**config.mk**
```make
export PLATFORM = sky130hd
export DESIGN_NAME = tztrb_zone
export DESIGN_NICKNAME = d
export VERILOG_FILES = /design/src/sv/three_zone_text_ring_buffer_defines.svh /design/src/sv/tztrb_pkg.sv /design/src/sv/tztrb_zone.sv
export SDC_FILE = /design/constraint.sdc
export NUM_CORES = 1
export LEC_CHECK = 0
export CAP_MARGIN = 25
export CORE_MARGIN = 2
export CORE_UTILIZATION = 60
export DETAILED_ROUTE_END_ITERATION = 6
export DONT_BUFFER_PORTS = 1
export GPL_TIMING_DRIVEN = 0
export PLACE_DENSITY = 0.84
export SYNTH_ARGS = -nofsm -noshare
export SYNTH_HDL_FRONTEND = slang
export SYNTH_SLANG_ARGS = --single-unit
```
**constraint.sdc**
```tcl
create_clock -name clk_i -period 14.2 [get_ports clk_i]
set_input_delay 1.42 -clock clk_i [delete_from_list [all_inputs] [get_ports clk_i]]
set_output_delay 1.42 -clock clk_i [all_outputs]
set_load 0.1 [all_outputs]
```
**src/sv/three_zone_text_ring_buffer_defines.svh**
```systemverilog
// ----------------------------------------------------------------------------
// Assertion macros for the three-zone text ring buffer
// Clocked concurrent assertions; defining ASSERT_OFF compiles them away.
// ----------------------------------------------------------------------------
`ifndef THREE_ZONE_TEXT_RING_BUFFER_DEFINES_SVH
`define THREE_ZONE_TEXT_RING_BUFFER_DEFINES_SVH

`ifndef ASSERT_OFF
// Assertion that is ignored while reset is asserted.
`define TZ_ASSERT(name, prop, clk, rst_n, msg) \
  name: assert property (@(posedge clk) disable iff (!rst_n) prop) else $error(msg);
// Assertion that is checked in every cycle, reset included.
`define TZ_ASSERT_ALWAYS(name, prop, clk, msg) \
  name: assert property (@(posedge clk) prop) else $error(msg);
`else
`define TZ_ASSERT(name, prop, clk, rst_n, msg)
`define TZ_ASSERT_ALWAYS(name, prop, clk, msg)
`endif

`endif

```
**src/sv/tztrb_pkg.sv**
```systemverilog
// ----------------------------------------------------------------------------
// tztrb_pkg
// Field widths, operation and status codes and shared control types.
// ----------------------------------------------------------------------------
package tztrb_pkg;

  localparam int unsigned OP_W   = 4;
  localparam int unsigned CHAR_W = 8;
  localparam int unsigned POS_W  = 10;
  localparam int unsigned STAT_W = 2;
  localparam int unsigned CNT_W  = 11;

  typedef enum logic [OP_W-1:0] {
    OP_APPEND  = 4'd0,
    OP_COMMIT  = 4'd1,
    OP_CLEAR   = 4'd2,
    OP_BKSP    = 4'd3,
    OP_CANCEL  = 4'd4,
    OP_PRINT   = 4'd5,
    OP_RELEASE = 4'd6,
    OP_READ    = 4'd7,
    OP_SHOW    = 4'd8
  } op_e;

  typedef enum logic [STAT_W-1:0] {
    ST_OK    = 2'd0,
    ST_FULL  = 2'd1,
    ST_EMPTY = 2'd2,
    ST_RANGE = 2'd3
  } status_e;

  // Decoded access for one beat.
  typedef struct packed {
    status_e status;
    logic    mem_we;
    logic    mem_re;
    logic    data_ok;
    logic    run;
  } ctl_t;

endpackage

```
**src/sv/tztrb_zone.sv**
```systemverilog
// ----------------------------------------------------------------------------
// tztrb_zone
// Zone bookkeeping: start pointer and the three zone lengths, operation
// decode and store address generation.
// ----------------------------------------------------------------------------
module tztrb_zone #(
  parameter int unsigned STORE_DEPTH  = 1024,
  parameter int unsigned SCREEN_WIDTH = 32,
  localparam int unsigned AW    = $clog2(STORE_DEPTH),
  localparam int unsigned LEN_W = $clog2(STORE_DEPTH + 1),
  localparam int unsigned RUN_W = $clog2(SCREEN_WIDTH)
) (
  input  logic                        clk_i,
  input  logic                        rst_ni,
  input  logic                        accept_i,
  input  logic [tztrb_pkg::OP_W-1:0]  op_i,
  input  logic [tztrb_pkg::CHAR_W-1:0] char_i,
  input  logic [tztrb_pkg::POS_W-1:0] pos_i,
  output tztrb_pkg::ctl_t             ctl_o,
  output logic [AW-1:0]               mem_addr_o,
  output logic [tztrb_pkg::CHAR_W-1:0] wdata_o,
  output logic [RUN_W-1:0]            run_len_o,
  output logic [LEN_W-1:0]            line_len_o,
  output logic [LEN_W-1:0]            queue_len_o,
  output logic [LEN_W-1:0]            edit_len_o,
  output logic                        full_o
);
  import tztrb_pkg::*;

  localparam int unsigned OFF_W = ((LEN_W + 2) > POS_W) ? (LEN_W + 2) : POS_W;
  localparam int unsigned SUM_W = OFF_W + 1;
  localparam int unsigned MAXRUN = SCREEN_WIDTH - 1;

  logic [AW-1:0]    zone_start_q, zone_start_d;
  logic [LEN_W-1:0] line_q, line_d;
  logic [LEN_W-1:0] queue_q, queue_d;
  logic [LEN_W-1:0] edit_q, edit_d;

  logic [OFF_W-1:0] total;
  logic [OFF_W-1:0] base;
  logic [RUN_W-1:0] run_len;
  ctl_t             ctl;
  logic [AW-1:0]    addr;

  // Offset from the zone start to a store address; the sum stays below
  // twice the depth, so one conditional subtract wraps it.
  function automatic logic [AW-1:0] wrap(input logic [AW-1:0] start,
                                         input logic [OFF_W-1:0] offset);
    logic [SUM_W-1:0] s;
    s = SUM_W'(start) + SUM_W'(offset);
    if (s >= SUM_W'(STORE_DEPTH)) begin
      s = s - SUM_W'(STORE_DEPTH);
    end
    return AW'(s);
  endfunction

  assign total = OFF_W'(line_q) + OFF_W'(queue_q) + OFF_W'(edit_q);
  assign full_o = (total >= OFF_W'(STORE_DEPTH));

  // Show window: the newest editable bytes, at most SCREEN_WIDTH-1 of them.
  assign run_len = (OFF_W'(edit_q) > OFF_W'(MAXRUN)) ? RUN_W'(MAXRUN) : RUN_W'(edit_q);
  assign base    = OFF_W'(line_q) + OFF_W'(queue_q) + OFF_W'(edit_q) - OFF_W'(run_len);

  always_comb begin
    ctl  = '{status: ST_OK, mem_we: 1'b0, mem_re: 1'b0, data_ok: 1'b0, run: 1'b0};
    addr = wrap(zone_start_q, total);
    case (op_e'(op_i))
      OP_APPEND: begin
        if (full_o) begin
          ctl.status = ST_FULL;
        end else begin
          ctl.mem_we = 1'b1;
        end
      end
      OP_PRINT: begin
        addr = wrap(zone_start_q, OFF_W'(line_q));
        if (queue_q == '0) begin
          ctl.status = ST_EMPTY;
        end else begin
          ctl.mem_re  = 1'b1;
          ctl.data_ok = 1'b1;
        end
      end
      OP_READ: begin
        addr = wrap(zone_start_q, OFF_W'(pos_i));
        if (OFF_W'(pos_i) >= OFF_W'(line_q)) begin
          ctl.status = ST_RANGE;
        end else begin
          ctl.mem_re  = 1'b1;
          ctl.data_ok = 1'b1;
        end
      end
      OP_SHOW: begin
        addr    = wrap(zone_start_q, base);
        ctl.run = 1'b1;
        if (run_len != '0) begin
          ctl.mem_re  = 1'b1;
          ctl.data_ok = 1'b1;
        end
      end
      default: begin
      end
    endcase
  end

  always_comb begin
    zone_start_d = zone_start_q;
    line_d       = line_q;
    queue_d      = queue_q;
    edit_d       = edit_q;
    if (accept_i) begin
      case (op_e'(op_i))
        OP_APPEND: begin
          if (!full_o) begin
            edit_d = edit_q + 1'b1;
          end
        end
        OP_COMMIT: begin
          queue_d = queue_q + edit_q;
          edit_d  = '0;
        end
        OP_CLEAR: begin
          edit_d = '0;
        end
        OP_BKSP: begin
          if (edit_q != '0) begin
            edit_d = edit_q - 1'b1;
          end
        end
        OP_CANCEL: begin
          edit_d  = edit_q + queue_q;
          queue_d = '0;
        end
        OP_PRINT: begin
          if (queue_q != '0) begin
            queue_d = queue_q - 1'b1;
            line_d  = line_q + 1'b1;
          end
        end
        OP_RELEASE: begin
          zone_start_d = wrap(zone_start_q, OFF_W'(line_q));
          line_d       = '0;
        end
        default: begin
        end
      endcase
    end
  end

  always_ff @(posedge clk_i or negedge rst_ni) begin
    if (!rst_ni) begin
      zone_start_q <= '0;
      line_q       <= '0;
      queue_q      <= '0;
      edit_q       <= '0;
    end else begin
      zone_start_q <= zone_start_d;
      line_q       <= line_d;
      queue_q      <= queue_d;
      edit_q       <= edit_d;
    end
  end

  assign ctl_o       = ctl;
  assign mem_addr_o  = addr;
  assign wdata_o     = char_i;
  assign run_len_o   = run_len;
  assign line_len_o  = line_q;
  assign queue_len_o = queue_q;
  assign edit_len_o  = edit_q;

endmodule

```
After elaboration in Yosys (flattened, before gate mapping):

Index checks and enable logic that the tools add are counted.

* flip-flop bits (word level): 43
* bits in read-only memories: 0
* memory bits (writable): 0
* bits in latches: 0
* memories: 0
* input bits: 25

* equality and inequality tests: 11
* magnitude comparators: 7
* add/sub/neg operators: 16
* reductions and logical operators: 13
* bitwise gates (word level): 0
* multiply operators: 0
* divide/modulo/power cells: 0
* shifts and indexed selects: 0
* multiplexer cells: 24

Operators with widths (number)
* 11-bit two-way mux: 4
* 11-bit case mux with 4 select lines: 1
* 10-bit two-way mux: 4
* 10-bit by 1-bit subtractor with 10-bit output (second input constant): 4
* 11-bit case mux with 3 select lines: 1
* 10-bit case mux with 3 select lines: 1
* 10-bit by 13-bit adder with 14-bit output: 2
* 14-bit by 11-bit >= comparator with 1-bit output (second input constant): 2
* 11-bit by 1-bit adder with 11-bit output (second input constant): 2
* 11-bit case mux with 2 select lines: 1
* 11-bit nonzero test: 2
* 11-bit by 1-bit subtractor with 11-bit output (second input constant): 2
* 4-bit by 3-bit equality test with 1-bit output (second input constant): 4
* 12-bit by 11-bit adder with 13-bit output: 1
* 13-bit by 11-bit >= comparator with 1-bit output (second input constant): 1
* 13-bit by 5-bit subtractor with 13-bit output: 1
* 10-bit by 11-bit adder with 12-bit output: 1
* 11-bit by 11-bit adder with 12-bit output: 1
* 12-bit by 11-bit >= comparator with 1-bit output (second input constant): 1
* 2-bit case mux with 3 select lines: 2
* 10-bit by 10-bit adder with 11-bit output: 1
* 11-bit adder: 1
* 10-bit by 11-bit >= comparator with 1-bit output: 1
* 11-bit >= comparator (second input constant): 1
* 18 further kinds: 29

Longest topological paths before layout:

* depth in word-level cells: 7
* depth in mapped cells: 21
* mapped depth without buffers: 21

Least setup slack after synthesis:

OpenSTA, ideal clock, no wires.

* kind: register to output
* start: register line_q[1] (netlist: line_len_o[1])
* end: output mem_addr_o[9]
* stages on the path, launching flop included: 20
* buffers on the path: 0
* arrival: 6.513 ns
* slack: 6.267 ns
* required time: 12.780 ns
* cell sequence: dfrtp_1 -> inv_1 -> fa_1 -> inv_1 -> ha_1 -> fa_1 -> ha_1 -> a21o_1 -> a21oi_1 -> nor2b_1 -> or3_1 -> nor3_1 -> xor2_1 -> o221ai_1 -> ha_1 -> a21o_1 -> a31o_2 -> xor2_1 -> a21oi_1 -> xor2_1

* word-level cells in the longest chain between the ends: 7
* elaborated cells on any way between the ends: 16
* those cells by class: 9 x add/sub; 3 x order compare; 4 x mux

Ends and longest elaborated chain
* from (decl): line tztrb_zone.sv:35 `logic [LEN_W-1:0] line_q, line_d;`
* from (signal assigned): line tztrb_zone.sv:158 `line_q <= line_d;`
* 11-bit by 11-bit adder with 12-bit output: line tztrb_zone.sv:57, tztrb_zone.sv:62
* 12-bit by 11-bit adder with 13-bit output: line tztrb_zone.sv:57, tztrb_zone.sv:62
* 13-bit by 5-bit subtractor with 13-bit output: line tztrb_zone.sv:62 `assign base = OFF_W'(line_q) + OFF_W'(queue_q) + OFF_W'(edit_q) - OFF_W'(run_len);`
* 10-bit by 13-bit adder with 14-bit output: line tztrb_zone.sv:50 `s = SUM_W'(start) + SUM_W'(offset);`
* 14-bit by 11-bit >= comparator with 1-bit output or 10-bit by 1-bit subtractor with 10-bit output (tied branches): line tztrb_zone.sv:51, tztrb_zone.sv:52
* 10-bit two-way mux: line tztrb_zone.sv:51 `if (s >= SUM_W'(STORE_DEPTH)) begin`
* 10-bit case mux with 3 select lines *: line tztrb_zone.sv:67 `case (op_e'(op_i))`
* to (decl): line tztrb_zone.sv:20 `output logic [AW-1:0] mem_addr_o,`

Mark *: on every way between the ends. The rest lies on a longest branch, timed or not.

Worst setup path in the final report:

Ends and elaborated chain as after synthesis.

==> impl_metrics.env <==
export IMPL_cts_sinks=43
export IMPL_async_flop_share_pct=100
export IMPL_worstSetupPathType="reg2out"
export IMPL_synthFlopType="dfrtp_1"
export IMPL_use_met3_pct=4.89
export IMPL_worstSetupStartpointType="flop"
export IMPL_fin_util_pct=73.6
export IMPL_cts_buffers=5
export IMPL_finalCritPeriodShare_pct=55.5
export IMPL_hpwl_um=12000
export IMPL_fp_coreArea_um2=8550
export IMPL_ant_nets=0
export IMPL_critical_path_top_delay_family="adder cells"
export IMPL_globalplace_congestion=0.945
export IMPL_ys_warn_count=0
export IMPL_vias_per_cell=6.33
export IMPL_cts_tree="done"
export IMPL_slew_headroom_pct=23.8
export IMPL_fin_skew_ns=0.0101
export IMPL_reg2reg_depth=14
export IMPL_rsz0062_at_grt="false"
export IMPL_drc=0
export IMPL_worstPathArrival_ns=6.46
export IMPL_grt_overflow=0
export IMPL_setup_viol=0
export IMPL_cts_hold_fix_buffers=0
export IMPL_diodes=0
export IMPL_die_area_um2=9450
export IMPL_ys_types=56
export IMPL_synth_edf_count=0
export IMPL_synthMostInstantiatedCell="nor2_1"
export IMPL_rows=34
export IMPL_maxCapViolCount=0
export IMPL_syn_inst=645
export IMPL_multi_input_area_um2=3910
export IMPL_postCtsSetupBuffers=0
export IMPL_dr_pass1_iters=5
export IMPL_cpMostUsedCell="ha_1"
export IMPL_dr_total_vias=5052
export IMPL_path_cells="inv_1 > fa_1 > inv_1 > ha_1 > fa_1 > ha_1 > a21o_1 > a21oi_1 > nor2b_1 > or3_1 > nor3_1 > xor2_1 > o221ai_1 > ha_1 > a21o_1 > a31o_2 > xor2_1 > a21oi_1 > xor2_2 > buf_8"
export IMPL_slew_viol_final=0
export IMPL_grt_pass1_vias=5170
export IMPL_critical_path_required_ns=12.78
export IMPL_min_delay_path_depth=2
export IMPL_clk_path_buf_depth=2
export IMPL_cts_root_buffer="clkbuf_8"
export IMPL_global_route_usage_met1_pct=36.1
export IMPL_wl_per_cell_um=18.8
export IMPL_max_freq_ghz=0.127
export IMPL_syn_num_nets=752
export IMPL_grt_pass1_wl_um=24300
export IMPL_areaGrowthSynthToFinish_pct=20.8
export IMPL_hold_viol_final=0
export IMPL_use_met2_pct=55.6
export IMPL_synth_area_top_cells="dfrtp_1 21%, ha_1 16%, fa_1 6.5%, o21ai_0 5.8%, xnor2_1 5.4%"
export IMPL_synth_top_cell_area_share_pct=20.6
export IMPL_die_w_um=97.2
export IMPL_fin_setup_tns_ns=0
export IMPL_min_to="zone_start_q[0]$_DFFE_PN0P_"
export IMPL_grt_max_degree=44
export IMPL_clock_latency_ns=0.31
export IMPL_critPathMaxFanout=5
export IMPL_start_util_pct=61.0
export IMPL_path_buf_inv=3
export IMPL_synth_seq_cells=43
export IMPL_synth_top_cell_by_area="dfrtp_1"
export IMPL_drive_above_1_share_pct=10.9
export IMPL_netlist_top_cells_count="70 x nor2_1, 65 x ha_1, 60 x o21ai_0"
export IMPL_status="complete, no violations"
export IMPL_worstMarginPinSlew_ns=1.13
export IMPL_drtIter0Drc=277
export IMPL_critical_path_max_stage_delay_ns=1.02
export IMPL_top_level_ports=88
export IMPL_chipHeight_um=97.2
export IMPL_finalCriticalPeriod_ns=7.88
export IMPL_clk_pin_slew_worst_paths_ns=0.09
export IMPL_io_buffers=0
export IMPL_top_usage_layer="met2"
export IMPL_grt_total_usage_pct=31.3
export IMPL_cp_slowest_cell="dfrtp_1"
export IMPL_synth_area_um2=5210
export IMPL_worstHoldStart="zone_start_q[0]$_DFFE_PN0P_"
export IMPL_htree_levels=2
export IMPL_r2r_start="line_len_o[1]$_DFFE_PN0P_"
export IMPL_hp_class="reg2reg"
export IMPL_seq_area_frac_synth_pct=20.6
export IMPL_rr_endpoint="edit_len_o[10]$_DFFE_PN0P_"
export IMPL_cts_resized=0
export IMPL_antenna_found_initial=0
export IMPL_wl_um=15000
export IMPL_layout_nets=796
export IMPL_seqCellArea_um2=1080
export IMPL_endpoint_kind="output pin"
export IMPL_num_fill_cells=608
export IMPL_r2r_slack_ns=9.32
export IMPL_syn_avg_cell_area_um2=8.08
export IMPL_hold_ws_ns=0.534
## worst max path at each step
stage / from / end / slack [ns] / cells past startpoint
final: line_len_o[1]$_DFFE_PN0P_ / mem_addr_o[9] / 6.32 / 20
after global routing: line_len_o[1]$_DFFE_PN0P_ / mem_addr_o[9] / 6.01 / 20
after CTS: edit_len_o[6]$_DFFE_PN0P_ / mem_addr_o[9] / 6.33 / 19
after detailed placement: edit_len_o[6]$_DFFE_PN0P_ / mem_addr_o[9] / 6.66 / 19
after global placement: edit_len_o[5]$_DFFE_PN0P_ / mem_addr_o[9] / 5.73 / 18
after floorplan: line_len_o[1]$_DFFE_PN0P_ / mem_addr_o[9] / 6.27 / 19
## worst reg2reg max path, stage by stage, from the launching register on
cell	delay, ns
dfrtp_1	1.02
inv_1	0.36
fa_1	0.62
inv_1	0.04
ha_1	0.23
fa_1	0.44
a21oi_1	0.22
o2111ai_1	0.16
o211ai_1	0.18
and3_1	0.22
a21oi_2	0.07
a21oi_1	0.47
clkbuf_1	0.41
o21ai_0	0.18
o2bb2ai_1	0.16
## placed cells by master (no fill, tap or decap), drive strengths merged, types with 4 or more instances in the layout
cell    instances
o21ai          60
ha             65
a22oi           9
o221ai          5
nor4            5
xnor2          32
nand2          55
nor2b           8
a211oi          5
inv            39
o21bai          5
a21oi          51
nand3          11
clkbuf         25
and3            5
nor3           22
nand2b          8
nor2           70
or3            13
a21o           10
buf            45
o21a            8
o211ai          4
dfrtp          43
fa             17
xor2           20
## sequential cells by signal, summed over array words and instances (netlist names)
signal        cells
zone_start_q     10
line_len_o       11
queue_len_o      11
edit_len_o       11
## routing by layer
layer | part of all wire, % | wire length [um]
met5 | 0 | 0
met2 | 52 | 7760
met3 | 6.5 | 976
met4 | 3.8 | 573
met1 | 38 | 5730
## layout make-up
| class | count | share of cell area [%] |
|---|---|---|
| repair buffers | 37 | 12.3 |
| inverters | 39 | 2.33 |
| well taps | 108 | 2.15 |
| plain buffers | 27 | 2.15 |
| clock buffers | 6 | 1.31 |
| clock inverters | 2 | 0.556 |
| flip-flops and latches | 43 | 17.1 |
| multi-input cells | 536 | 62.2 |
## cells by family (layout without fill, tap and decap cells)
group	count (synthesis)	in the layout	share of synthesized area, %
flip-flops	43	43	20.6
AND/OR/NAND/NOR	213	213	19.4
adder cells (fa/ha/maj)	82	82	22.1
buffers and inverters	66	111	5.40
AO/OA/AOI/OAI	184	184	22.3
XOR/XNOR	54	54	9.60
multiplexers	3	3	0.576
## metrics by stage
| step | cells | setup WS (ns) | area [um^2] |
|---|---|---|---|
| finish | 798 | 6.32 | 6300 |
| global route | 798 | 6.01 | 6300 |
| CTS | 788 | 6.33 | 6060 |
| detailed placement | 780 | 6.66 | 5940 |
| global placement | 753 | 5.73 | 5350 |
| floorplan | 645 | 6.27 | 5210 |
Power is left out: the tool's default activity adds up to more than one toggle a clock period on the data nets, which glitch-free logic cannot reach.
